--- src/sv/pwk_pkg.sv ---
// ----------------------------------------------------------------------------
// pwk_pkg
// Shared types and constants for the two-level page walk core: command and
// status codes, address field widths, queue transaction and back-end states.
// ----------------------------------------------------------------------------
package pwk_pkg;

    // Field widths
    localparam int CMD_W    = 2;
    localparam int VA_W     = 15;
    localparam int BYTE_W   = 8;
    localparam int STATUS_W = 2;
    localparam int PAGE_W   = 7;
    localparam int OFF_W    = 5;
    localparam int STORE_AW = PAGE_W + OFF_W;

    // Entry layout
    localparam int VALID_BIT = 7;

    // Directory page after reset
    localparam logic [PAGE_W-1:0] DIR_RESET = 7'h6c;

    // Command codes on the input channel
    localparam logic [CMD_W-1:0] CMD_WR_MEM  = 2'd0;
    localparam logic [CMD_W-1:0] CMD_WR_DISK = 2'd1;
    localparam logic [CMD_W-1:0] CMD_WALK    = 2'd2;

    // Status codes on the output channel
    localparam logic [STATUS_W-1:0] ST_MEM   = 2'd0;
    localparam logic [STATUS_W-1:0] ST_DISK  = 2'd1;
    localparam logic [STATUS_W-1:0] ST_FAULT = 2'd2;

    // Decoded operation carried through the queue
    typedef enum logic [1:0] {
        OP_WR_MEM,
        OP_WR_DISK,
        OP_WALK
    } op_t;

    typedef struct packed {
        op_t               op;
        logic [VA_W-1:0]   addr;
        logic [BYTE_W-1:0] wdata;
    } q_entry_t;

    // Queue status seen by both ends
    typedef struct packed {
        logic empty;
        logic full;
    } q_status_t;

    // Back-end walk sequencer states
    typedef enum logic [1:0] {
        BS_IDLE,
        BS_DIR,
        BS_TAB,
        BS_DAT
    } b_state_t;

endpackage

--- src/sv/pwk_fifo.sv ---
// ----------------------------------------------------------------------------
// pwk_fifo
// Short queue between front and back end so each side stalls on its own.
// ----------------------------------------------------------------------------
module pwk_fifo #(
    parameter int DEPTH = 2
)
(
    input  logic                 clk,
    input  logic                 rst_n,
    input  logic                 push,
    input  pwk_pkg::q_entry_t    push_entry,
    input  logic                 pop,
    output pwk_pkg::q_entry_t    pop_entry,
    output pwk_pkg::q_status_t   q_status
);
    import pwk_pkg::*;

    localparam int PTR_W = (DEPTH > 1) ? $clog2(DEPTH) : 1;
    localparam int CNT_W = $clog2(DEPTH + 1);
    localparam logic [PTR_W-1:0] LAST = PTR_W'(DEPTH - 1);
    localparam logic [CNT_W-1:0] FULL_CNT = CNT_W'(DEPTH);

    q_entry_t          slot_reg [DEPTH];
    logic [PTR_W-1:0]  wr_ptr_reg;
    logic [PTR_W-1:0]  wr_ptr_next;
    logic [PTR_W-1:0]  rd_ptr_reg;
    logic [PTR_W-1:0]  rd_ptr_next;
    logic [CNT_W-1:0]  count_reg;
    logic [CNT_W-1:0]  count_next;

    assign q_status.empty = (count_reg == '0);
    assign q_status.full  = (count_reg == FULL_CNT);
    assign pop_entry      = slot_reg[rd_ptr_reg];

    // Advance pointers and count
    always_comb
    begin
        wr_ptr_next = wr_ptr_reg;
        rd_ptr_next = rd_ptr_reg;
        count_next  = count_reg;
        if (push)
        begin
            wr_ptr_next = (wr_ptr_reg == LAST) ? '0 : wr_ptr_reg + 1'b1;
        end
        if (pop)
        begin
            rd_ptr_next = (rd_ptr_reg == LAST) ? '0 : rd_ptr_reg + 1'b1;
        end
        if (push && !pop)
        begin
            count_next = count_reg + 1'b1;
        end
        else if (pop && !push)
        begin
            count_next = count_reg - 1'b1;
        end
    end

    always_ff @(posedge clk or negedge rst_n)
    begin
        if (!rst_n)
        begin
            wr_ptr_reg <= '0;
            rd_ptr_reg <= '0;
            count_reg  <= '0;
        end
        else
        begin
            wr_ptr_reg <= wr_ptr_next;
            rd_ptr_reg <= rd_ptr_next;
            count_reg  <= count_next;
        end
    end

    // Store the pushed transaction
    always_ff @(posedge clk)
    begin
        if (push)
        begin
            slot_reg[wr_ptr_reg] <= push_entry;
        end
    end

endmodule

--- config.mk ---
export PLATFORM = sky130hd
export DESIGN_NAME = pwk_fifo
export DESIGN_NICKNAME = d
export VERILOG_FILES = /design/src/sv/pwk_pkg.sv /design/src/sv/pwk_fifo.sv
export SDC_FILE = /design/constraint.sdc
export NUM_CORES = 1
export LEC_CHECK = 0
export ABC_CLOCK_PERIOD_IN_PS = 5100
export BUFFER_PORTS_ARGS = -buffer_cell sky130_fd_sc_hd__buf_4
export CAP_MARGIN = 10
export CELL_PAD_IN_SITES_DETAIL_PLACEMENT = 1
export CELL_PAD_IN_SITES_GLOBAL_PLACEMENT = 1
export CORE_UTILIZATION = 30
export CTS_BUF_LIST = sky130_fd_sc_hd__clkbuf_8
export DETAILED_ROUTE_END_ITERATION = 6
export GPL_TIMING_DRIVEN = 0
export PLACE_DENSITY_LB_ADDON = 0.1
export SLEW_MARGIN = 15
export SYNTH_ARGS = -nofsm -noshare
export SYNTH_HDL_FRONTEND = slang
export SYNTH_SLANG_ARGS = --single-unit
--- constraint.sdc ---
create_clock -name clk -period 5.1 [get_ports clk]
set_input_delay 0.51 -clock clk [delete_from_list [all_inputs] [get_ports clk]]
set_output_delay 0.51 -clock clk [all_outputs]
set_load 0.02 [all_outputs]
==> summary.txt, run 1 <==
Synthesis
  – Share of the synthesized area in the top cell type: 0.7177
  – Synth Net Count: 124
  – Post-Synth Simple-Gate Area: 0.01256
  – Synthesized area per cell: 22.26 um2
  – Sequential element share of the synthesized area: 0.7656
  – Post-synth EDFFs: 50
  – #FFs+latches synth: 54
  – Mux contribution to synthesized area: 0.1687
  – Top cells by count, synth: edfxtp_1 (50), mux2_4 (19), mux2_2 (6)
  – Post-Syn Instances: 94
  – Synth Area in Adders: 0.005981
  – Ys Warns: 0
  – FFs w/ async S/R, synth: 0.07407
  – XOR/XNOR share of the synthesized area: 0.02093
  – Unique masters post-synth: 13
  – Yosys top cell by area: edfxtp_1
  – Most frequent cell after synthesis: edfxtp_1
  – Post-Syn Area: 2092 um2
  – Largest family of logic cells by synthesized area: multiplexers
  – Largest cells by area after synthesis: edfxtp_1 (72%), mux2_4 (14%), dfrtp_1 (4.8%)
  – Complex-gate fraction of the synthesized area: 0
  – Most used DFF post-synth: edfxtp_1

Min path
  – Hold WC Path Type: input pin to register

Flow run
  – Max-cap viol count: 0

Clock network
  – H-tree depth: 2
  – Clk sinks: 54
  – CTS Buffer Depth: 2
  – Clk_lat worst skew: 0.30 ns
  – Clock buffer count from CTS: 5
  – CTS tree: built
  – Root buffer cell: clkbuf_8
  – Resized Gates After CTS: 0
  – Worst-path clk slew: 0.09 ns

Power
  – Power Density: 563.6 nW/um2
  – Pwr Total: 0.001568 W
  – IR drop worst, VDD: 0.2262 mV
  – Lkg Pwr: 1.117 nW

Global routing
  – Initial antenna violation count: 0
  – Grt total ovfl: 0
  – First-pass GRT wire length: 5471 um
  – Largest net degree at the start of global routing: 26
  – GR Util All Layers: 0.1019
  – Vias in the first global route: 1089

Worst setup path
  – Critical path's top delay family: buffers and inverters
  – CP Cell Sequence: buf_6, buf_12, mux2_4, buf_4
  – Startpoint class of the critical path: register
  – Crit path buffers/inverters: 3
  – Crit path kind: register to output port
  – Worst Setup End Kind: output port
  – WP data arrival: 1.44 ns
  – Req. time, crit path: 4.59 ns
  – Crit Path Max Fanout: 10
  – CP max stage cell: dfrtp_1
  – Largest incremental delay on the critical path: 0.38 ns

Detailed routing
  – Via density: 4.167
  – WL per Instance: 14.47 um
  – Detailed Routing Iterations Pass 1: 2
  – Antenna Violating Nets Remaining: 0
  – DRT iter0 DRCs: 20
  – Vias: 996
  – Final wirelength: 3458 um
  – DRC Markers: 0

Final layout
  – Fraction of layout cells with a size suffix above 1: 0.5786
  – Area delta synth->final: 33.01%
  – Post-layout nets: 188
  – Post-route insts no fill: 239
  – ANT cells: 0
  – Fillers: 672
  – Largest register FFs: 50

Floorplan
  – Ports: 56
  – # rows: 30
  – Die outline width: 85.51 um
  – Die area: 7311 um2
  – Initial Util: 0.3096
  – Core outline area: 6756 um2
  – Die extent in y: 85.51 um

Timing
  – Setup TNS: 0 ns
  – Unrepaired setup endpoints after global routing: no
  – Worst-Margin Slew: 0.7821 ns
  – Fin. Hold Viols: 0
  – Final WS setup: 3.150 ns
  – Post-Route Skew: 0.002376 ns
  – Minimum clock period: 1.950 ns
  – Slew Limit Headroom: 0.4775
  – Max Clk Rate: 512.7 MHz
  – Final slew viol count: 0
  – Worst hold margin: 0.3848 ns
  – # setup viols final: 0
  – Period utilization: 0.3824

Place
  – Setup WS pre-CTS: 3.353 ns
  – Placer congestion estimate: 0.6391
  – HPWL Detailed: 2343 um
  – IO buf count: 55
  – Placed cell count: 230

Run status
  – Outcome: completed
-- per-stage QoR --
stage               utilization  instance area [um2]
finish                   0.4119                 2783
global route             0.4119                 2783
CTS                      0.4119                 2783
detailed placement       0.3907                 2640
global placement         0.3856                 2605
floorplan                     -                 2092
-- placed cells by master (no fill, tap or decap) --
cell type      synthesis  routed
buf_6                  1       1
dfrtp_1                4       4
nor2b_1                2       1
clkbuf_8               0       5
bufinv_16              0       2
buf_16                 0       1
inv_1                  1       1
nor2_1                 2       2
xor2_1                 4       4
and2_1                 1       1
mux2_4                19      19
edfxtp_1              50      50
buf_4                  0      55
xnor2_1                1       1
nor2b_4                0       1
mux2_2                 6       6
buf_12                 2       2
ha_1                   1       1
dlygate4sd3_1          0       1
clkinv_1               0       1
-- logic make-up (layout without fill, tap and decap cells) --
family,count (synthesis),count (layout)
xor gates and xnor gates,5,5
buffers and inverters,4,69
adders and majority gates,1,1
DFF,54,54
and+or+nand+nor,5,5
muxes,25,25
-- repair_timing --
action	CTS	global route
endpoints found under the hold margin	4	0
hold buffers	1	0
setup buffers	0	0
-- where the power goes --
part,leakage [nW],switching [W],internal (W)
Clock,0.0658,0.000133,0.000194
Combinational,0.535,0.000296,0.000319
Sequential,0.516,0.0000342,0.000591
-- routing by layer --
layer | vias to the layer above | global-route usage | share of wire
li1 | 482 | - | -
met1 | 479 | 0.1201 | 0.42
met2 | 31 | 0.1731 | 0.52
met3 | 4 | 0.03272 | 0.047
met4 | 0 | 0.04091 | 0.012
met5 | - | 0 | 0
-- area by class of cell --
cell class,instances,area [um2],share of cell area
Timing Repair Buffer,57,450.4,0.1619
Clock inverter,3,63.81,0.02293
Buffer,3,51.30,0.01844
Clock buffer,5,68.82,0.02473
Sequential cell,54,1602,0.5755
Tap cell,80,100.1,0.03597
Multi-Input combinational cell,36,442.9,0.1592
Inverter,1,3.754,0.001349
-- path summary, 6_finish.rpt --
path	from	end	slack, ns	cells past startpoint
max in group asynchronous	rst_n	wr_ptr_reg	4.47	2
min in group asynchronous	rst_n	count_reg[1]	0.53	2
worst max register to register	wr_ptr_reg	slot_reg[1][20]	3.57	2
worst min-delay path	pop	rd_ptr_reg	0.38	2
worst min register to register	count_reg[1]	count_reg[1]	0.53	1
worst max-delay path	rd_ptr_reg	pop_entry[20]	3.15	4
No activity file was read; power rests on OpenSTA's default activity.
==> run 2: changes to the inputs <==
Settings changed: ABC_CLOCK_PERIOD_IN_PS 5100 to 1600.
Clock period 5.1 ns to 1.6 ns, I/O delays scaled along.
==> run 2 against run 1 <==
Against the previous run: clock power is 130% higher; count of clock-buffer cells in the layout increased by 1; largest cell class unchanged; die area unchanged; setup slack got worse by 3.1 ns; non-clock buffer count grew 1.
==> summary.txt, run 2 (same netlist as run 1, synthesis figures left out) <==
Run status
  – Outcome: completed

Global routing
  – Initial antenna violation count: 0 (unchanged)
  – Met2 Use GR: 0.1884 (+0.01527)
  – First-pass GRT wire length: 5513 um (+0.77%)
  – M3 GR Usage: 0.03946 (+0.006737)
  – Vias in the first global route: 1108 (+1.7%)
  – Met1 Use GR: 0.1069 (-0.01321)
  – Largest net degree at the start of global routing: 26 (unchanged)
  – Most used routing layer: met2
  – GR Util All Layers: 0.1046 (+0.002731)
  – Grt total ovfl: 0 (unchanged)

Detailed routing
  – WL per Instance: 14.83 um (+2.5%)
  – DRT iter0 DRCs: 34 (+70%)
  – Via density: 4.326 (+3.8%)
  – Antenna Violating Nets Remaining: 0 (unchanged)
  – DRC Markers: 0 (unchanged)
  – Detailed Routing Iterations Pass 1: 2 (unchanged)
  – Final wirelength: 3545 um (+2.5%)
  – Vias: 1034 (+3.8%)

Final layout
  – ANT cells: 0 (unchanged)
  – Fraction of layout cells with a size suffix above 1: 0.5849 (+0.006289)
  – Largest register FFs: 50 (unchanged)
  – Post-layout nets: 189 (+0.53%)
  – Fillers: 656 (-2.4%)
  – Commonest cells after routing, fill and taps aside: edfxtp_1 (50), buf_4 (37), buf_6 (20), mux2_4 (19)
  – Most common cell after layout, fill and taps aside: edfxtp_1
  – Area delta synth->final: 34.27%

Clock network
  – Clk sinks: 54 (unchanged)
  – Worst-path clk slew: 0.09 ns (about the same)
  – CTS Buffer Depth: 2 (unchanged)
  – Root buffer cell: clkbuf_8
  – Clock buffer count from CTS: 5 (unchanged)
  – CTS tree: built
  – H-tree depth: 2 (unchanged)
  – Clk_lat worst skew: 0.29 ns (about the same)

Worst setup path
  – Crit Path Max Fanout: 10 (unchanged)
  – Req. time, crit path: 1.44 ns (-3.15 ns)
  – Crit path kind: register to output port
  – Reg2reg start: wr_ptr_reg
  – WP data arrival: 1.40 ns (-0.04 ns)
  – Startpoint class of the critical path: register
  – Worst Setup End Kind: output port
  – Critical path startpoint: rd_ptr_reg

Place
  – Placer congestion estimate: 0.6006 (-6.0%)
  – IO buf count: 55 (unchanged)
  – HPWL Detailed: 2416 um (+3.1%)
  – Setup WS pre-CTS: 0.07866 ns (-3.275 ns)

Power
  – Switching power of the nets: 0.001491 W (+220%)
  – Gate power share: 0.441 (+0.049)
  – IR drop worst, VDD: 0.6397 mV (+180%)
  – Sw Share: 0.3053 (+0.009719)
  – Internal Power: 0.003393 W (+210%)
  – Clock power frac: 0.151 (-0.058)
  – Sequential share of power: 0.408 (+0.009)
  – Power Density: 1739 nW/um2 (+210%)
  – Lkg Pwr: 1.126 nW (+0.83%)

Floorplan
  – Initial Util: 0.3096 (unchanged)
  – Core outline area: 6756 um2 (unchanged)
  – Die area: 7311 um2 (unchanged)
  – # rows: 30 (unchanged)
  – Die extent in y: 85.51 um (unchanged)
  – Die outline width: 85.51 um (unchanged)
  – Ports: 56 (unchanged)

Timing
  – Max Clk Rate: 639.3 MHz
  – # setup viols final: 0 (unchanged)
  – Slew Limit Headroom: 0.4748 (-0.002638)
  – Worst hold margin: 0.03993 ns (-0.3449 ns)
  – Minimum clock period: 1.564 ns
  – Fin. Hold Viols: 0 (unchanged)
  – Unrepaired setup endpoints after global routing: yes
  – Post-Route Skew: 0.006101 ns (+0.003725 ns)
  – Worst-Margin Slew: 0.7861 ns (+0.003950 ns)
  – Final slew viol count: 0 (unchanged)
  – Period utilization: 0.9776
  – Final WS setup: 0.03586 ns (-3.114 ns)

Min path
  – Hold Startpoint: push_entry[16]
  – Hold WC Path Type: input pin to register

Flow run
  – Max-cap viol count: 0 (unchanged)
## run 2: cell count changes in the layout (fill, tap and decap cells not counted), sizes merged
cell / previous run / this run
clkinv: 1 / 0
clkbuf: 5 / 6
inv: 1 / 2
buf: 59 / 60
bufinv: 2 / 0
## run 2: routing by layer
metal,part of all wire,up-vias
li1,-,483
met1,0.39,513
met2,0.54,32
met3,0.054,6
met4,0.018,0
met5,0,-
## run 2: stage by stage
stage                     TNS (ns)    util  instances  total power, W  area (um2)
after floorplan                  0       -         94        0.003304        2095
after global placement      -12.76  0.3859        229        0.003949        2608
after detailed placement         0  0.3869        229        0.004003        2614
after CTS                        0  0.4074        239        0.004857        2753
after global routing      -0.08810  0.4157        239        0.005125        2809
final                            0  0.4157        239        0.004884        2809
## run 2: area by class of cell
class                   count  area (um2)  area share
inverters                   1       3.754    0.001336
repair buffers             58       521.8      0.1857
well taps                  80       100.1     0.03563
flip-flops and latches     54        1602      0.5702
multi-input cells          36       444.2      0.1581
clock buffers               6       82.58     0.02940
clock inverters             1       3.754    0.001336
plain buffers               3       51.30     0.01826
## run 2: worst max-delay path, stage by stage, from the launching register on
cell     delay (ns)
dfrtp_1        0.38
buf_6          0.14
buf_12         0.15
mux2_4         0.30
buf_6          0.13
## run 2: power groups by stage
stage          Clock (W)  Sequential, W  Combinational (W)
4_1_cts         0.000770        0.00200            0.00209
2_1_floorplan          0        0.00199            0.00131
5_1_grt         0.000817        0.00203            0.00228
6_report        0.000736        0.00199            0.00215
3_3_place_gp           0        0.00201            0.00194
3_5_place_dp           0        0.00203            0.00197
## run 2: worst paths after layout
path / end / depth (start not counted) / slack, ns
max in group asynchronous: rd_ptr_reg / 2 / 1.32
min reg2reg: count_reg[1] / 1 / 0.51
max reg2reg: slot_reg[0][17] / 1 / 0.14
max: pop_entry[15] / 4 / 0.04
min: slot_reg[1][16] / 1 / 0.04
min in group asynchronous: count_reg[1] / 2 / 0.18
## run 2: timing repair
action,in CTS,in global routing
pin swaps,0,0
setup buffers,2,0
resized for setup,4,15
hold endpoints to repair,4,0
hold buffers,1,0
setup endpoints to repair,19,19
==> run 3: changes to the inputs <==
Settings changed: ABC_AREA from default to 1.
==> run 3 against run 2 <==
Against the previous run: via count rose by 6.9%; sequential share of layout area is 1.5 points lower; sequential cell count stayed put; critical endpoint is now pop_entry[3]; largest cell class unchanged.
==> summary.txt, run 3 <==
Final layout
  – ANT cells: 0 (unchanged)
  – Final core utilization: 0.4249 (+0.009121)
  – Design Area, Final: 2887 um2 (+2.8%)
  – Post-route insts no fill: 267 (+12%)
  – Area delta synth->final: 36.67%
  – Most common cell after layout, fill and taps aside: edfxtp_1
  – Commonest cells after routing, fill and taps aside: edfxtp_1 (50), buf_4 (38), buf_6 (20), mux2_4 (19), inv_1 (8)
  – Post-layout nets: 200 (+5.8%)
  – Register area: 1602 um2 (unchanged)
  – Fraction of layout cells with a size suffix above 1: 0.5556 (-0.02935)
  – Area of the multi-input gates: 440.4 um2 (-0.85%)
  – Fillers: 676 (+3.0%)
  – Largest register FFs: 50 (unchanged)

Floorplan
  – Die outline width: 85.91 um (+0.47%)
  – Core outline area: 6794 um2 (+0.56%)
  – Ports: 56 (unchanged)
  – # rows: 30 (unchanged)
  – Die area: 7380 um2 (+0.94%)
  – Initial Util: 0.3109 (+0.001236)
  – Die extent in y: 85.91 um (+0.47%)

Clock network
  – Clk sinks: 54 (unchanged)
  – Clock buffer count from CTS: 5 (unchanged)
  – H-tree depth: 2 (unchanged)
  – CTS tree: built
  – Clk_lat worst skew: 0.30 ns (about the same)
  – Worst-path clk slew: 0.09 ns (about the same)
  – CTS Buffer Depth: 2 (unchanged)
  – Root buffer cell: clkbuf_8

Timing
  – # setup viols final: 0 (unchanged)
  – Minimum clock period: 1.559 ns (-0.005122 ns)
  – Final slew viol count: 0 (unchanged)
  – Post-Route Skew: 0.004197 ns (-0.001905 ns)
  – Max Clk Rate: 641.4 MHz (+0.33%)
  – Fin. Hold Viols: 0 (unchanged)
  – Slew Limit Headroom: 0.4723 (-0.002512)
  – Worst-Margin Slew: 0.7896 ns (+0.003561 ns)
  – Setup TNS: 0 ns (unchanged)
  – Unrepaired setup endpoints after global routing: yes
  – Period utilization: 0.9744 (-0.003201)

Global routing
  – First-pass GRT wire length: 5844 um (+6.0%)
  – Largest net degree at the start of global routing: 26 (unchanged)
  – GR Util All Layers: 0.1080 (+0.003420)
  – Grt total ovfl: 0 (unchanged)
  – Initial antenna violation count: 0 (unchanged)
  – Vias in the first global route: 1206 (+8.8%)

Worst setup path
  – Startpoint class of the critical path: register
  – Worst Setup End Kind: output port
  – Crit path kind: register to output port
  – Req. time, crit path: 1.44 ns (about the same)
  – WP data arrival: 1.40 ns (about the same)
  – Crit Path Max Fanout: 10 (unchanged)

Detailed routing
  – Antenna Violating Nets Remaining: 0 (unchanged)
  – DRT iter0 DRCs: 48 (+41%)
  – Detailed Routing Iterations Pass 1: 4 (+2)
  – Via density: 4.139 (-4.3%)
  – Vias: 1105 (+6.9%)
  – DRC Markers: 0 (unchanged)
  – WL per Instance: 14.36 um (-3.2%)
  – Final wirelength: 3834 um (+8.2%)

Place
  – Placed cell count: 254 (+11%)
  – Dpl cell area: 2653 um2 (+1.5%)
  – IO buf count: 55 (unchanged)
  – Placer congestion estimate: 0.6289 (+4.7%)
  – HPWL Detailed: 2566 um (+6.2%)

Flow run
  – Max-cap viol count: 0 (unchanged)

Synthesis
  – Top cells by count, synth: edfxtp_1 (50), mux2_4 (19), inv_1 (7)
  – #FFs+latches synth: 54 (unchanged)
  – Post-Syn Area: 2112 um2 (+0.96%)
  – Most used DFF post-synth: edfxtp_1
  – Post-synth EDFFs: 50 (unchanged)
  – Yosys top cell by area: edfxtp_1
  – Synth Net Count: 133 (+7.3%)
  – Post-Syn Instances: 103 (+9.6%)
  – Share of the synthesized area in the top cell type: 0.7109 (-0.006803)
  – Most frequent cell after synthesis: edfxtp_1
  – Largest cells by area after synthesis: edfxtp_1 (71%), mux2_4 (14%), dfrtp_1 (4.7%)
  – Synthesized area per cell: 20.51 um2 (-7.9%)
  – Ys Warns: 0 (unchanged)
  – Sequential element share of the synthesized area: 0.7583 (-0.007256)
  – FFs w/ async S/R, synth: 0.07407 (unchanged)
  – Unique masters post-synth: 14 (+1)

Power
  – Pwr Total: 0.005062 W (+3.6%)
  – IR drop worst, VDD: 0.6432 mV (+0.55%)
  – Power Density: 1754 nW/um2 (+0.86%)
  – Lkg Pwr: 1.164 nW (+3.4%)

Min path
  – Hold WC Path Type: input pin to register

Run status
  – Outcome: completed
run 3: worst max-delay path, cell delays in order (launching register included):
cell     delay [ns]
dfrtp_1        0.38
buf_6          0.14
buf_12         0.15
mux2_4         0.30
buf_6          0.13
run 3: per-layer routing:
layer	routed length [um]	track usage
met1	1515	0.1104
met2	2055	0.2013
met3	204	0.03754
met4	58	0.04091
met5	0	0
run 3: cell type report:
cell class | count | area share
Buffer | 3 | 0.01777
Timing Repair Buffer | 59 | 0.1834
Timing Repair inverter | 1 | 0.002601
Inverter | 7 | 0.01040
Multi-Input combinational cell | 39 | 0.1526
Sequential cell | 54 | 0.5548
Clock buffer | 5 | 0.02384
Clock inverter | 3 | 0.01300
Tap cell | 96 | 0.04161
run 3: per-stage QoR:
stage          hold WS (ns)  setup WS [ns]
3_5_place_dp       -0.03780        -0.1152
6_report            0.04062        0.04099
2_1_floorplan       -0.1356         0.1208
5_1_grt             0.02339       -0.01453
4_1_cts             0.02844       0.001638
3_3_place_gp       -0.04233        -0.2849
run 3: logic make-up after synthesis:
group / after synthesis / synth area share
buf+inv: 10 / 0.03673
xor+xnor: 3 / 0.01244
fa+ha+maj: 1 / 0.005923
mux: 25 / 0.1671
flops: 54 / 0.7583
simple gates: 10 / 0.01955
run 3: power by group:
group | switching, W | internal, W | leakage (nW)
Sequential | 0.000112 | 0.00189 | 0.516
Combinational | 0.00102 | 0.00118 | 0.587
Clock | 0.000402 | 0.000456 | 0.0607
Total | 0.00154 | 0.00352 | 1.16
run 3: final timing paths:
path | from | cells after the start | end | slack (ns)
setup reg to reg | wr_ptr_reg | 1 | slot_reg[0][1] | 0.14
min in group asynchronous | rst_n | 2 | count_reg[0] | 0.18
hold / removal | push_entry[11] | 1 | slot_reg[1][11] | 0.04
hold reg to reg | count_reg[1] | 2 | count_reg[1] | 0.55
max in group asynchronous | rst_n | 2 | rd_ptr_reg | 1.32
setup / recovery | rd_ptr_reg | 4 | pop_entry[3] | 0.04
run 3: what timing repair did:
| action | CTS | global route |
|---|---|---|
| resized for setup | 1 | 20 |
| endpoints found under the setup margin | 40 | 46 |
| setup buffers | 2 | 1 |
| hold buffers | 1 | 0 |
| endpoints found under the hold margin | 4 | 0 |
| gates cloned | 0 | 1 |
